===== src/design/cpbft_pkg.sv =====
// Shared constants, command and status codes, and record types of the filter table.
package cpbft_pkg;

  localparam int DEF_MAX_FILTERS  = 8;
  localparam int DEF_NUM_CHANNELS = 2;
  localparam int FILTER_BYTES     = 8;
  localparam int BYTE_W           = 8;
  localparam int ID_BYTES         = 4;
  localparam int LEN_W            = 4;
  localparam int ID_W             = 32;
  localparam int BYTES_W          = FILTER_BYTES * BYTE_W;
  localparam int CMD_W            = 2;
  localparam int STATUS_W         = 2;
  localparam int QDEPTH           = 2;
  localparam int QPTR_W           = (QDEPTH > 1) ? $clog2(QDEPTH) : 1;
  localparam int QLVL_W           = $clog2(QDEPTH + 1);

  typedef enum logic [CMD_W-1:0] {
    CMD_ADD   = 2'd0,
    CMD_STOP  = 2'd1,
    CMD_CLEAR = 2'd2,
    CMD_CHECK = 2'd3
  } cmd_t;

  typedef enum logic [STATUS_W-1:0] {
    STATUS_OK    = 2'd0,
    STATUS_FULL  = 2'd1,
    STATUS_NO_ID = 2'd2
  } status_t;

  typedef struct packed {
    logic [ID_W-1:0]    id;
    logic               kind;
    logic [BYTES_W-1:0] mask;
    logic [BYTES_W-1:0] pattern;
    logic [LEN_W-1:0]   len;
  } entry_t;

  typedef struct packed {
    cmd_t               cmd;
    logic               ch_ok;
    logic               channel;
    logic               kind;
    logic [BYTES_W-1:0] mask;
    logic [BYTES_W-1:0] pattern;
    logic [LEN_W-1:0]   len;
    logic [ID_W-1:0]    target;
    logic [BYTES_W-1:0] view;
    logic [LEN_W-1:0]   vlen;
  } work_t;

  typedef struct packed {
    logic [QLVL_W-1:0] level;
    logic              full;
    logic              empty;
  } q_stat_t;

endpackage


===== src/design/cpbft_ifs.sv =====
// Valid/ready channel interfaces for commands and results.
interface cpbft_in_if import cpbft_pkg::*; ();
  logic               valid;
  logic               ready;
  logic [CMD_W-1:0]   command;
  logic               channel;
  logic               filter_kind;
  logic [BYTES_W-1:0] mask_bytes;
  logic [LEN_W-1:0]   mask_length;
  logic [BYTES_W-1:0] pattern_bytes;
  logic [LEN_W-1:0]   pattern_length;
  logic [ID_W-1:0]    target_filter;
  logic [ID_W-1:0]    frame_id;
  logic [BYTES_W-1:0] frame_data;
  logic [LEN_W-1:0]   frame_dlc;

  modport source (
    output valid, command, channel, filter_kind, mask_bytes, mask_length,
           pattern_bytes, pattern_length, target_filter, frame_id, frame_data,
           frame_dlc,
    input  ready
  );
  modport sink (
    input  valid, command, channel, filter_kind, mask_bytes, mask_length,
           pattern_bytes, pattern_length, target_filter, frame_id, frame_data,
           frame_dlc,
    output ready
  );
endinterface

interface cpbft_out_if import cpbft_pkg::*; ();
  logic                valid;
  logic                ready;
  logic [STATUS_W-1:0] status;
  logic [ID_W-1:0]     assigned_id;
  logic                frame_passes;

  modport source (output valid, status, assigned_id, frame_passes, input ready);
  modport sink (input valid, status, assigned_id, frame_passes, output ready);
endinterface


===== src/design/cpbft_front.sv =====
// Front end: accept command beats, clip lengths, trim patterns and build the frame view.
module cpbft_front
  import cpbft_pkg::*;
#(
  parameter int NUM_CHANNELS = DEF_NUM_CHANNELS
) (
  input  logic     rst_n,
  cpbft_in_if.sink in_if,
  input  q_stat_t  q_stat,
  output logic     push,
  output work_t    push_item
);

  function automatic logic [LEN_W-1:0] clip8(logic [LEN_W-1:0] v);
    return (v > LEN_W'(FILTER_BYTES)) ? LEN_W'(FILTER_BYTES) : v;
  endfunction

  logic [LEN_W-1:0]   mlen;
  logic [LEN_W-1:0]   plen;
  logic [BYTES_W-1:0] pat_kept;

  assign in_if.ready = rst_n && !q_stat.full;
  assign push        = in_if.valid && in_if.ready;

  always_comb begin
    mlen = clip8(in_if.mask_length);
    plen = clip8(in_if.pattern_length);
    if (plen > mlen) begin
      plen = mlen;
    end
    for (int b = 0; b < FILTER_BYTES; b++) begin
      pat_kept[BYTES_W-1-BYTE_W*b -: BYTE_W] =
        (LEN_W'(b) < plen) ? in_if.pattern_bytes[BYTES_W-1-BYTE_W*b -: BYTE_W] : '0;
    end
  end

  always_comb begin
    push_item.cmd     = cmd_t'(in_if.command);
    push_item.ch_ok   = (32'(in_if.channel) < NUM_CHANNELS);
    push_item.channel = in_if.channel;
    push_item.kind    = in_if.filter_kind;
    push_item.mask    = in_if.mask_bytes;
    push_item.pattern = pat_kept;
    push_item.len     = mlen;
    push_item.target  = in_if.target_filter;
    push_item.view    = {in_if.frame_id, in_if.frame_data[BYTES_W-1 -: BYTES_W-ID_W]};
    push_item.vlen    = LEN_W'(ID_BYTES) + clip8(in_if.frame_dlc);
  end

endmodule


===== src/design/cpbft_queue.sv =====
// Short command queue between the front end and the table sequencer.
module cpbft_queue
  import cpbft_pkg::*;
(
  input  logic    clk,
  input  logic    rst_n,
  input  logic    push,
  input  work_t   push_item,
  input  logic    pop,
  output work_t   pop_item,
  output q_stat_t q_stat
);

  work_t             slot_r [QDEPTH];
  logic [QPTR_W-1:0] wr_ptr_r, wr_ptr_nxt;
  logic [QPTR_W-1:0] rd_ptr_r, rd_ptr_nxt;
  logic [QLVL_W-1:0] level_r, level_nxt;

  always_comb begin
    wr_ptr_nxt = wr_ptr_r;
    rd_ptr_nxt = rd_ptr_r;
    level_nxt  = level_r;
    if (push) begin
      wr_ptr_nxt = (wr_ptr_r == QPTR_W'(QDEPTH - 1)) ? '0 : wr_ptr_r + QPTR_W'(1);
    end
    if (pop) begin
      rd_ptr_nxt = (rd_ptr_r == QPTR_W'(QDEPTH - 1)) ? '0 : rd_ptr_r + QPTR_W'(1);
    end
    if (push && !pop) begin
      level_nxt = level_r + QLVL_W'(1);
    end else if (pop && !push) begin
      level_nxt = level_r - QLVL_W'(1);
    end
  end

  always_ff @(posedge clk) begin
    if (!rst_n) begin
      wr_ptr_r <= '0;
      rd_ptr_r <= '0;
      level_r  <= '0;
    end else begin
      wr_ptr_r <= wr_ptr_nxt;
      rd_ptr_r <= rd_ptr_nxt;
      level_r  <= level_nxt;
    end
  end

  always_ff @(posedge clk) begin
    if (push) begin
      slot_r[wr_ptr_r] <= push_item;
    end
  end

  assign pop_item     = slot_r[rd_ptr_r];
  assign q_stat.level = level_r;
  assign q_stat.full  = (level_r == QLVL_W'(QDEPTH));
  assign q_stat.empty = (level_r == '0);

endmodule


===== src/design/cpbft_back.sv =====
// Back end: table memory, per-channel counters and the command sequencer with result register.
module cpbft_back
  import cpbft_pkg::*;
#(
  parameter int MAX_FILTERS  = DEF_MAX_FILTERS,
  parameter int NUM_CHANNELS = DEF_NUM_CHANNELS
) (
  input  logic          clk,
  input  logic          rst_n,
  input  q_stat_t       q_stat,
  input  work_t         head,
  output logic          pop,
  cpbft_out_if.source   out_if
);

  localparam int TABLE_SIZE = MAX_FILTERS * NUM_CHANNELS;
  localparam int ADDR_W     = (TABLE_SIZE > 1) ? $clog2(TABLE_SIZE) : 1;
  localparam int SLOT_W     = (MAX_FILTERS > 1) ? $clog2(MAX_FILTERS) : 1;
  localparam int CNT_W      = $clog2(MAX_FILTERS + 1);
  localparam int CH_IW      = (NUM_CHANNELS > 1) ? $clog2(NUM_CHANNELS) : 1;

  typedef enum logic [5:0] {
    S_IDLE  = 6'b000001,
    S_ADD   = 6'b000010,
    S_SCAN  = 6'b000100,
    S_MV_RD = 6'b001000,
    S_MV_WR = 6'b010000,
    S_RESP  = 6'b100000
  } state_t;

  function automatic logic [ADDR_W-1:0] addr_of(logic ch, logic [SLOT_W-1:0] slot);
    return ADDR_W'(32'(ch) * MAX_FILTERS + 32'(slot));
  endfunction

  function automatic logic entry_match(entry_t e, logic [BYTES_W-1:0] view,
                                       logic [LEN_W-1:0] vlen);
    logic ok;
    ok = (vlen >= e.len);
    for (int b = 0; b < FILTER_BYTES; b++) begin
      if ((LEN_W'(b) < e.len) &&
          ((view[BYTES_W-1-BYTE_W*b -: BYTE_W] & e.mask[BYTES_W-1-BYTE_W*b -: BYTE_W]) !=
           (e.pattern[BYTES_W-1-BYTE_W*b -: BYTE_W] & e.mask[BYTES_W-1-BYTE_W*b -: BYTE_W])))
      begin
        ok = 1'b0;
      end
    end
    return ok;
  endfunction

  entry_t entry_mem [TABLE_SIZE];
  entry_t rd_q;

  state_t            state_r, state_nxt;
  work_t             cur_r, cur_nxt;
  logic [CNT_W-1:0]  cnt_r [NUM_CHANNELS];
  logic [CNT_W-1:0]  cnt_nxt [NUM_CHANNELS];
  logic [ID_W-1:0]   nid_r [NUM_CHANNELS];
  logic [ID_W-1:0]   nid_nxt [NUM_CHANNELS];
  logic [CNT_W-1:0]  ccnt_r, ccnt_nxt;
  logic [CNT_W-1:0]  rd_idx_r, rd_idx_nxt;
  logic              rd_vld_r, rd_vld_nxt;
  logic [SLOT_W-1:0] ev_slot_r, ev_slot_nxt;
  logic              hit_r, hit_nxt;
  logic [SLOT_W-1:0] hit_slot_r, hit_slot_nxt;
  logic              blocked_r, blocked_nxt;
  logic              has_pass_r, has_pass_nxt;
  logic              pass_hit_r, pass_hit_nxt;
  status_t           status_r, status_nxt;
  logic [ID_W-1:0]   assigned_r, assigned_nxt;

  logic              ov_r, ov_nxt;
  status_t           ostatus_r;
  logic [ID_W-1:0]   oid_r;
  logic              opass_r;
  logic              load_out;

  logic [CH_IW-1:0]  hchi;
  logic [CH_IW-1:0]  chi;
  logic [CNT_W-1:0]  hcnt;
  logic [CNT_W-1:0]  last_cnt;
  logic              issue;
  logic              ev_match;
  logic              rd_en;
  logic [ADDR_W-1:0] rd_addr;
  logic              wr_en;
  logic [ADDR_W-1:0] wr_addr;
  entry_t            wr_data;

  assign hchi     = CH_IW'(head.channel);
  assign chi      = CH_IW'(cur_r.channel);
  assign hcnt     = head.ch_ok ? cnt_r[hchi] : '0;
  assign last_cnt = ccnt_r - CNT_W'(1);
  assign issue    = (state_r == S_SCAN) && (rd_idx_r != ccnt_r) && !hit_r;
  assign ev_match = entry_match(rd_q, cur_r.view, cur_r.vlen);
  assign load_out = (state_r == S_RESP) && (!ov_r || out_if.ready);

  always_comb begin
    state_nxt    = state_r;
    cur_nxt      = cur_r;
    cnt_nxt      = cnt_r;
    nid_nxt      = nid_r;
    ccnt_nxt     = ccnt_r;
    rd_idx_nxt   = rd_idx_r;
    rd_vld_nxt   = 1'b0;
    ev_slot_nxt  = ev_slot_r;
    hit_nxt      = hit_r;
    hit_slot_nxt = hit_slot_r;
    blocked_nxt  = blocked_r;
    has_pass_nxt = has_pass_r;
    pass_hit_nxt = pass_hit_r;
    status_nxt   = status_r;
    assigned_nxt = assigned_r;
    pop          = 1'b0;
    rd_en        = 1'b0;
    rd_addr      = addr_of(cur_r.channel, rd_idx_r[SLOT_W-1:0]);
    wr_en        = 1'b0;
    wr_addr      = addr_of(cur_r.channel, ccnt_r[SLOT_W-1:0]);
    wr_data      = rd_q;

    case (state_r)
      S_IDLE: begin
        if (!q_stat.empty) begin
          pop          = 1'b1;
          cur_nxt      = head;
          ccnt_nxt     = hcnt;
          rd_idx_nxt   = '0;
          hit_nxt      = 1'b0;
          blocked_nxt  = 1'b0;
          has_pass_nxt = 1'b0;
          pass_hit_nxt = 1'b0;
          status_nxt   = STATUS_OK;
          assigned_nxt = '0;
          case (head.cmd)
            CMD_ADD: begin
              if (!head.ch_ok || (hcnt >= CNT_W'(MAX_FILTERS))) begin
                status_nxt = STATUS_FULL;
                state_nxt  = S_RESP;
              end else begin
                state_nxt = S_ADD;
              end
            end
            CMD_STOP, CMD_CHECK: begin
              state_nxt = S_SCAN;
            end
            CMD_CLEAR: begin
              if (head.ch_ok) begin
                cnt_nxt[hchi] = '0;
              end
              state_nxt = S_RESP;
            end
            default: begin
              state_nxt = S_RESP;
            end
          endcase
        end
      end
      S_ADD: begin
        wr_en          = 1'b1;
        wr_data.id     = nid_r[chi];
        wr_data.kind   = cur_r.kind;
        wr_data.mask   = cur_r.mask;
        wr_data.pattern = cur_r.pattern;
        wr_data.len    = cur_r.len;
        cnt_nxt[chi]   = ccnt_r + CNT_W'(1);
        nid_nxt[chi]   = nid_r[chi] + ID_W'(1);
        assigned_nxt   = nid_r[chi];
        state_nxt      = S_RESP;
      end
      S_SCAN: begin
        rd_en       = issue;
        rd_vld_nxt  = issue;
        ev_slot_nxt = rd_idx_r[SLOT_W-1:0];
        rd_idx_nxt  = rd_idx_r + CNT_W'(issue);
        if (rd_vld_r && !hit_r) begin
          if (cur_r.cmd == CMD_STOP) begin
            if (rd_q.id == cur_r.target) begin
              hit_nxt      = 1'b1;
              hit_slot_nxt = ev_slot_r;
            end
          end else if (rd_q.kind) begin
            blocked_nxt = blocked_r | ev_match;
          end else begin
            has_pass_nxt = 1'b1;
            pass_hit_nxt = pass_hit_r | ev_match;
          end
        end
        if (((rd_idx_r == ccnt_r) || hit_r) && !rd_vld_r) begin
          if (cur_r.cmd == CMD_STOP) begin
            if (hit_r) begin
              state_nxt = S_MV_RD;
            end else begin
              status_nxt = STATUS_NO_ID;
              state_nxt  = S_RESP;
            end
          end else begin
            state_nxt = S_RESP;
          end
        end
      end
      S_MV_RD: begin
        rd_en     = 1'b1;
        rd_addr   = addr_of(cur_r.channel, last_cnt[SLOT_W-1:0]);
        state_nxt = S_MV_WR;
      end
      S_MV_WR: begin
        wr_en        = 1'b1;
        wr_addr      = addr_of(cur_r.channel, hit_slot_r);
        wr_data      = rd_q;
        cnt_nxt[chi] = last_cnt;
        state_nxt    = S_RESP;
      end
      S_RESP: begin
        if (load_out) begin
          state_nxt = S_IDLE;
        end
      end
      default: begin
        state_nxt = S_IDLE;
      end
    endcase
  end

  assign ov_nxt = load_out || (ov_r && !out_if.ready);

  always_ff @(posedge clk) begin
    if (!rst_n) begin
      state_r  <= S_IDLE;
      rd_vld_r <= 1'b0;
      ov_r     <= 1'b0;
      for (int c = 0; c < NUM_CHANNELS; c++) begin
        cnt_r[c] <= '0;
        nid_r[c] <= ID_W'(1);
      end
    end else begin
      state_r  <= state_nxt;
      rd_vld_r <= rd_vld_nxt;
      ov_r     <= ov_nxt;
      cnt_r    <= cnt_nxt;
      nid_r    <= nid_nxt;
    end
  end

  always_ff @(posedge clk) begin
    cur_r      <= cur_nxt;
    ccnt_r     <= ccnt_nxt;
    rd_idx_r   <= rd_idx_nxt;
    ev_slot_r  <= ev_slot_nxt;
    hit_r      <= hit_nxt;
    hit_slot_r <= hit_slot_nxt;
    blocked_r  <= blocked_nxt;
    has_pass_r <= has_pass_nxt;
    pass_hit_r <= pass_hit_nxt;
    status_r   <= status_nxt;
    assigned_r <= assigned_nxt;
    if (load_out) begin
      ostatus_r <= status_r;
      oid_r     <= assigned_r;
      opass_r   <= (cur_r.cmd == CMD_CHECK) && !blocked_r && (!has_pass_r || pass_hit_r);
    end
  end

  always_ff @(posedge clk) begin
    if (wr_en) begin
      entry_mem[wr_addr] <= wr_data;
    end
    if (rd_en) begin
      rd_q <= entry_mem[rd_addr];
    end
  end

  assign out_if.valid        = ov_r;
  assign out_if.status       = ostatus_r;
  assign out_if.assigned_id  = oid_r;
  assign out_if.frame_passes = opass_r;

endmodule


===== src/design/can_pass_block_filter_table.sv =====
// Top level of the CAN pass/block filter table: front end, command queue and table sequencer.
// An add writes the new entry in S_ADD before S_RESP; clear and refused adds go straight to S_RESP.
// Stop and check walk the channel's entries through the table memory's one read port,
// one entry per cycle; a found stop then moves the last entry into its slot (S_MV_RD, S_MV_WR).
// Beats are taken while the two-entry queue has room; one command runs in the sequencer at a time.
// Reset sets every filter count to zero and every next id to one; the table memory is not cleared.
module can_pass_block_filter_table
  import cpbft_pkg::*;
#(
  parameter int MAX_FILTERS  = DEF_MAX_FILTERS,
  parameter int NUM_CHANNELS = DEF_NUM_CHANNELS
) (
  input  logic        clk,
  input  logic        rst_n,
  cpbft_in_if.sink    in_if,
  cpbft_out_if.source out_if
);

  q_stat_t q_stat;
  logic    push;
  work_t   push_item;
  logic    pop;
  work_t   head;

  cpbft_front #(
    .NUM_CHANNELS(NUM_CHANNELS)
  ) u_front (
    .rst_n    (rst_n),
    .in_if    (in_if),
    .q_stat   (q_stat),
    .push     (push),
    .push_item(push_item)
  );

  cpbft_queue u_queue (
    .clk      (clk),
    .rst_n    (rst_n),
    .push     (push),
    .push_item(push_item),
    .pop      (pop),
    .pop_item (head),
    .q_stat   (q_stat)
  );

  cpbft_back #(
    .MAX_FILTERS (MAX_FILTERS),
    .NUM_CHANNELS(NUM_CHANNELS)
  ) u_back (
    .clk   (clk),
    .rst_n (rst_n),
    .q_stat(q_stat),
    .head  (head),
    .pop   (pop),
    .out_if(out_if)
  );

  a_queue_bound: assert property (@(posedge clk) disable iff (!rst_n)
    q_stat.level <= QLVL_W'(QDEPTH))
    else $error("command queue level above its depth");

  a_beat_queued: assert property (@(posedge clk) disable iff (!rst_n)
    (in_if.valid && in_if.ready) |=> (q_stat.level != '0))
    else $error("accepted beat did not land in the queue");

  a_reset_clears_out: assert property (@(posedge clk)
    !rst_n |=> !out_if.valid)
    else $error("result offered right after reset");

endmodule


===== src/flat_wrapper.sv =====
// flat-port wrapper written by rule: the top's interface ports become plain ports
module can_pass_block_filter_table_flat import cpbft_pkg::*;
#(
  parameter int MAX_FILTERS  = DEF_MAX_FILTERS,
  parameter int NUM_CHANNELS = DEF_NUM_CHANNELS
)
  (clk, rst_n, in_if_valid, in_if_command, in_if_channel, in_if_filter_kind, in_if_mask_bytes, in_if_mask_length, in_if_pattern_bytes, in_if_pattern_length, in_if_target_filter, in_if_frame_id, in_if_frame_data, in_if_frame_dlc, in_if_ready, out_if_valid, out_if_status, out_if_assigned_id, out_if_frame_passes, out_if_ready);
  cpbft_in_if in_if_i ();
  cpbft_out_if out_if_i ();
  input  logic clk;
  input  logic rst_n;
  input wire logic [$bits(in_if_i.valid)-1:0] in_if_valid;
  input wire logic [$bits(in_if_i.command)-1:0] in_if_command;
  input wire logic [$bits(in_if_i.channel)-1:0] in_if_channel;
  input wire logic [$bits(in_if_i.filter_kind)-1:0] in_if_filter_kind;
  input wire logic [$bits(in_if_i.mask_bytes)-1:0] in_if_mask_bytes;
  input wire logic [$bits(in_if_i.mask_length)-1:0] in_if_mask_length;
  input wire logic [$bits(in_if_i.pattern_bytes)-1:0] in_if_pattern_bytes;
  input wire logic [$bits(in_if_i.pattern_length)-1:0] in_if_pattern_length;
  input wire logic [$bits(in_if_i.target_filter)-1:0] in_if_target_filter;
  input wire logic [$bits(in_if_i.frame_id)-1:0] in_if_frame_id;
  input wire logic [$bits(in_if_i.frame_data)-1:0] in_if_frame_data;
  input wire logic [$bits(in_if_i.frame_dlc)-1:0] in_if_frame_dlc;
  output wire logic [$bits(in_if_i.ready)-1:0] in_if_ready;
  output wire logic [$bits(out_if_i.valid)-1:0] out_if_valid;
  output wire logic [$bits(out_if_i.status)-1:0] out_if_status;
  output wire logic [$bits(out_if_i.assigned_id)-1:0] out_if_assigned_id;
  output wire logic [$bits(out_if_i.frame_passes)-1:0] out_if_frame_passes;
  input wire logic [$bits(out_if_i.ready)-1:0] out_if_ready;
  assign in_if_i.valid = in_if_valid;
  assign in_if_i.command = in_if_command;
  assign in_if_i.channel = in_if_channel;
  assign in_if_i.filter_kind = in_if_filter_kind;
  assign in_if_i.mask_bytes = in_if_mask_bytes;
  assign in_if_i.mask_length = in_if_mask_length;
  assign in_if_i.pattern_bytes = in_if_pattern_bytes;
  assign in_if_i.pattern_length = in_if_pattern_length;
  assign in_if_i.target_filter = in_if_target_filter;
  assign in_if_i.frame_id = in_if_frame_id;
  assign in_if_i.frame_data = in_if_frame_data;
  assign in_if_i.frame_dlc = in_if_frame_dlc;
  assign in_if_ready = in_if_i.ready;
  assign out_if_valid = out_if_i.valid;
  assign out_if_status = out_if_i.status;
  assign out_if_assigned_id = out_if_i.assigned_id;
  assign out_if_frame_passes = out_if_i.frame_passes;
  assign out_if_i.ready = out_if_ready;
  can_pass_block_filter_table #(.MAX_FILTERS(MAX_FILTERS), .NUM_CHANNELS(NUM_CHANNELS)) u_core (.clk(clk), .rst_n(rst_n), .in_if(in_if_i), .out_if(out_if_i));
endmodule

===== config.mk =====
export PLATFORM = sky130hd
export DESIGN_NAME = can_pass_block_filter_table_flat
export DESIGN_NICKNAME = d
export VERILOG_FILES = /design/src/design/cpbft_pkg.sv /design/src/design/cpbft_ifs.sv /design/src/design/cpbft_front.sv /design/src/design/cpbft_queue.sv /design/src/design/cpbft_back.sv /design/src/design/can_pass_block_filter_table.sv /design/src/flat_wrapper.sv
export SDC_FILE = /design/constraint.sdc
export NUM_CORES = 2
export LEC_CHECK = 0
export BUFFER_PORTS_ARGS = -buffer_cell sky130_fd_sc_hd__buf_2
export CORE_MARGIN = 2
export CORE_UTILIZATION = 41
export DETAILED_ROUTE_END_ITERATION = 6
export GPL_ROUTABILITY_DRIVEN = 0
export PLACE_DENSITY = 0.65
export SETUP_SLACK_MARGIN = 0.15
export SLEW_MARGIN = 30
export SYNTH_ARGS = -nofsm -noshare
export SYNTH_HDL_FRONTEND = slang
export SYNTH_SLANG_ARGS = --single-unit

===== constraint.sdc =====
create_clock -name clk -period 25.8 [get_ports clk]
set_clock_uncertainty 0.2 [all_clocks]
set_input_delay 1.29 -clock clk [delete_from_list [all_inputs] [get_ports clk]]
set_output_delay 1.29 -clock clk [all_outputs]
set_load 0.005 [all_outputs]

# After elaboration in Yosys (flattened, before gate mapping)

Memory sizes are Yosys's and may differ from the RTL's. A register that Yosys moved wholly into a read port is not among the register bits.
Index checks and enable logic that the tools add are counted.

Add/sub/neg operators: 13
$lt $le $gt $ge: 26
Equal/unequal tests: 35
Muxes and demuxes: 93
Bitwise gates (word level): 23
Reduce and logical (&&, ||, !) cells: 56

Operators with widths:

| kind                                                                 | count |
|---|---|
| 165-bit two-way mux                                                  | 1 |
| 32-bit two-way mux                                                   | 5 |
| 8-bit bitwise AND                                                    | 17 |
| 8-bit two-way mux                                                    | 11 |
| 64-bit bitwise mux                                                   | 1 |
| 8-bit != test                                                        | 8 |
| 32-bit case mux with 2 select lines                                  | 1 |
| 4-bit two-way mux                                                    | 13 |
| 6-bit two-way mux                                                    | 6 |
| 1-bit two-way mux                                                    | 34 |
| 32-bit by 1-bit adder with 32-bit output (second input constant)     | 1 |
| 32-bit demux with 1-bit select                                       | 1 |
| 32-bit == test                                                       | 1 |
| 3-bit by 4-bit < comparator with 1-bit output (first input constant) | 8 |
| 6-bit case mux with 5 select lines                                   | 1 |
| 8-bit case mux with 3 select lines                                   | 1 |
| 1-bit logical AND                                                    | 22 |
| 5-bit AND reduction                                                  | 4 |
| 6-bit case mux with 3 select lines                                   | 1 |
| 4-bit by 3-bit adder with 4-bit output                               | 4 |
| 8-bit bitwise mux                                                    | 2 |
| 1-bit by 4-bit < comparator with 1-bit output (first input constant) | 4 |
| 2-bit by 4-bit < comparator with 1-bit output (first input constant) | 4 |
| 2-bit != test (second input constant)                                | 7 |
| other kinds (43)                                                     | 88 |

Register bits after elaboration: 407
RAM bits: 3112
Input bits: 276
Output and inout port bits: 37
Word-level logic and storage cells: 280
Memories kept: 2

Memory list:

| name                    | words | width | rd ports | clocked after memory_dff | write ports | RTL line          | RTL |
|---|---|---|---|---|---|---|---|
| u_core.u_back.entry_mem | 16    | 165   | 1        | 1                        | 1           | cpbft_back.sv:50  | `entry_t entry_mem [TABLE_SIZE];` |
| u_core.u_queue.slot_r   | 2     | 236   | 1        | 1                        | 1           | cpbft_queue.sv:14 | `work_t slot_r [QDEPTH];` |

# Longest topological paths before layout

Depth after elaboration: 16
Gate-level depth with buffers: 12
Gate-level depth less buffers: 10

# By module

A second synthesis with hierarchy kept.

Cell total of the unflattened synthesis: 9372
Area total of the unflattened synthesis: 144174.5 sq um

Modules (own cells, without submodules):

| module      | times used | cells an instance | area an instance (sq um) | seq. area each (sq um) |
|---|---|---|---|---|
| cpbft_back  | 1          | 8279              | 124286.7                 | 95531.6 |
| cpbft_queue | 1          | 759               | 17461.7                  | 14333.7 |
| cpbft_front | 1          | 334               | 2426.1                   | 0.0 |

# Worst setup path after synthesis

Ideal clock, no wire load.

Path kind: input-to-reg
From: in rst_n
To: reg u_core.u_queue.wr_ptr_r
Library setup time: 104 ps
Data arrival time: 12295 ps
Data required time: 25496 ps
Path slack: 13201 ps
Stages on the path: 4
Path buffers: 0
Cells stage by stage: a21boi_0 nand2_1 nor2_1 o21a_1

Longest elaborated chain between the ends: 2

RTL lines:

| item                   | RTL line           | RTL |
|---|---|---|
| start: declaration     | flat_wrapper.sv:11 | `input logic rst_n;` |
| 1-bit logical AND      | cpbft_front.sv:22  | `assign in_if.ready = rst_n && !q_stat.full;` |
| 1-bit logical AND      | cpbft_front.sv:23  | `assign push = in_if.valid && in_if.ready;` |
| end signal: assignment | cpbft_queue.sv:42  | `wr_ptr_r <= wr_ptr_nxt;` |
| end: declaration       | cpbft_queue.sv:15  | `logic [QPTR_W-1:0] wr_ptr_r, wr_ptr_nxt;` |

Parallel ways exist; a longest one is shown, timed or not.
A chain may end at the register's enable or synchronous reset.

# Worst setup path in the final report

From: reg u_core.u_back.ccnt_r[0]
To: reg u_core.u_back.rd_q[17] (netlist name)

Longest elaborated chain between the ends: 4
Elaborated cells on any way between the ends: 7
Classes of those cells: 2 x add/sub; 1 x eq/ne; 2 x mux; 2 x reduce/logical

RTL lines:

| item                                                                                | RTL line          | RTL |
|---|---|---|
| start: declaration                                                                  | cpbft_back.sv:59  | `logic [CNT_W-1:0] ccnt_r, ccnt_nxt;` |
| start signal: assignment                                                            | cpbft_back.sv:245 | `ccnt_r <= ccnt_nxt;` |
| branches (longest 4 deep; another with 4-bit by 1-bit subtractor with 4-bit output) | n/a               |  |

Parallel ways; which one is timed is not known.

==> results.cfg <==
[cells_and_area]
final_cell_mix = edfxtp_1, nand2_1, mux4_2, clkbuf_16, a22oi_1
areaGrowthSynthToFinish_pct = 14.0
fin_area_um2 = 160000
layout_commonest_cell = edfxtp_1
drive_gt1_share_pct = 22.6
nets = 7854

[yosys]
avgSynthCellArea_um2 = 19.7
syn-cell-area_um2 = 140000
ys_seq_elements = 3685
synth_xor_area_share_pct = 0.932
synth_top_family_by_area = multiplexers
synth.area.top_cells = edfxtp_1, mux4_2, nand2_1
synth_edf_count = 3600
synth.distinct_cells = 72
synth_nets = 7409
ys.flop_type = edfxtp_1
yosysWarnings = 0
synthCells = 7119
synth_compound_area_share_pct = 3.67
synth-async-reset-ratio_pct = 0
synth_area_leader_cell = edfxtp_1
synth-simple-area-share_pct = 4.10
synth_mux_area_share_pct = 11.5
synth_fa_ha_area_share_pct = 0.125
synth_top_area_share_pct = 77.2
synth_seq_area_share_pct = 78.4

[timing]
relSlewSlack_pct = 29.3
setup_tns_ns = 0
maxSlewViolCount = 0
fin_crit_sh_pct = 23.7
setup_viol = 0
fmax_mhz = 164
fin_crit_ns = 6.11
worst_slew_pin_slew_ns = 1.06
hold_violations = 0
rsz0062_at_grt = false

[power_and_ir_drop]
ir_drop_mv = 0.0979
leakage_uw = 0.0520
powerDensity_nw_per_um2 = 97.6

[cts]
clkTransAtPathRegs_ns = 0.06
cts_tree = built
clockBufferDepth = 4
ctsResizeCount = 0
post-cts-setup-buffers = 0
clk_latency_ns = 0.95
htreeDepth = 5
cts_root_buf = clkbuf_16
hold_buffers = 0
clock-sinks = 3685
numCtsBuffers = 376

[worst_hold_path]
whs_path_depth = 0
hp-class = register to register

[grt]
antenna_found_initial = 12
grt_max_degree = 158
grt_pass1_vias = 70770
grt-ovfl-total = 0
grt_pass1_wl_um = 497000
grt_use_total_pct = 19.5

[outcome]
violations = design-rule violations
outcome = finished with violations

[drt]
remaining_drc_errors = 2
wl_um = 347000
vias_per_cell = 5.68
drt_pass1_iterations = 7
num_vias = 70528
drtIter0Drc = 8391
drtAntennaViolNets = 0
wire_per_inst_um = 27.9

[floorplanning]
die-width_um = 588
die_area_um2 = 346000
initial_core_util_pct = 41.2
io_pins = 313
coreArea_um2 = 340000
rows = 214
die_height_um = 588

[job]
maxCapViolCount = 0

[worst_setup_path]
cp.arrival_ns = 6.58
crit_fanout = 105
required_ns = 26.28
cp-end-kind = register
startpoint_type = register
worstSetupPathType = register to register
r2r_cells = 11

[placement]
placed_cell_area_um2 = 147000
io_buffers = 280
post-dp-hpwl_um = 185000
## Yosys cell counts (32+ instances only)
cell      number
a21o_1        35
buf_1         32
nand2_1      822
xor2_1       119
a22oi_1      289
buf_2        121
mux2i_1      183
dfxtp_1       85
clkbuf_1     183
mux4_2       513
and2_1       113
and3_1        44
o221ai_1      73
a311oi_1      72
nor2b_1       58
nand3_1       44
a211oi_1      39
nor2_1        86
mux2_2       244
edfxtp_1    3600
o22a_1        36
## logic make-up after synthesis
kind of cell             after synthesis
AO/OA/AOI/OAI                        664
multiplexers                         940
flip-flops                          3685
XOR/XNOR                             149
adder cells (fa/ha/maj)               14
AND/OR/NAND/NOR                     1281
buffers and inverters                386
## where the power goes
group	total (µW)	internal (µW)	switching, µW
Combinational	3010	1240	1780
Clock	5340	3090	2250
Sequential	7210	7020	193
## worst max-delay path: stages, from the launching register on
cell	delay, ns
edfxtp_1	0.62
inv_1	0.29
ha_1	0.47
inv_1	0.11
mux2i_4	0.17
buf_12	0.54
buf_12	0.66
buf_4	0.74
buf_4	0.79
mux4_2	0.60
a22oi_1	0.23
nand2_1	0.08
## final cells by class
| class | instances | area (µm²) |
|---|---|---|
| diodes | 5 | 12.5 |
| clock buffers | 458 | 9990 |
| clock inverters | 235 | 2110 |
| fillers | 27788 | 180000 |
| inverters | 26 | 105 |
| multi-input cells | 3048 | 28800 |
| flip-flops and latches | 3685 | 110000 |
| well taps | 4536 | 5680 |
| repair buffers | 427 | 3020 |
## per-layer routing
metal	track usage, %	up-vias	part of all wire (%)
li1	-	29645	-
met1	27.8	37043	41
met2	31.4	3329	48
met3	3.04	509	8.4
met4	5.45	2	2.8
met5	0	-	0.0040
## state kept, by name, indices dropped and copies added, names as in the netlist, 2 cells and up, named ones only
signal                            flops
u_core.u_back.assigned_r             32
u_core.u_back.ccnt_r                  4
u_core.u_back.cnt_r                   8
u_core.u_back.cur_r                 235
u_core.u_back.entry_mem            2640
u_core.u_back.ev_slot_r               3
u_core.u_back.hit_slot_r              3
u_core.u_back.nid_r                  64
u_core.u_back.out_if.assigned_id     32
u_core.u_back.out_if.status           2
u_core.u_back.rd_idx_r                4
u_core.u_back.rd_q                  165
u_core.u_back.state_r                 6
u_core.u_back.status_r                2
u_core.u_queue.level_r                2
u_core.u_queue.slot_r               472
## path summary, 6_finish.rpt
check	to	startpoint	slack, ns
max reg2reg	u_core.u_back.rd_q[17]	u_core.u_back.ccnt_r[0]	19.69
min reg2reg	u_core.u_back.hit_slot_r[2]	u_core.u_back.ev_slot_r[2]	0.20
min	u_core.u_back.hit_slot_r[2]	u_core.u_back.ev_slot_r[2]	0.20
max	u_core.u_back.rd_q[17]	u_core.u_back.ccnt_r[0]	19.69
## stage by stage
| step | power [µW] | util, % | instances | setup slack [ns] | hold WS, ns |
|---|---|---|---|---|---|
| finish | 15600 | 46.9 | 12420 | 19.69 | 0.202 |
| global route | 16100 | 46.9 | 12418 | 19.15 | 0.190 |
| CTS | 15700 | 46.9 | 12411 | 19.57 | 0.177 |
| detailed placement | 10400 | 43.3 | 11718 | 19.63 | 0.205 |
| global placement | 10300 | 43.2 | 11708 | 19.69 | 0.208 |
| floorplan | 9430 | - | 7119 | 13.20 | 0.200 |
(Power assumes the default switching activity.)
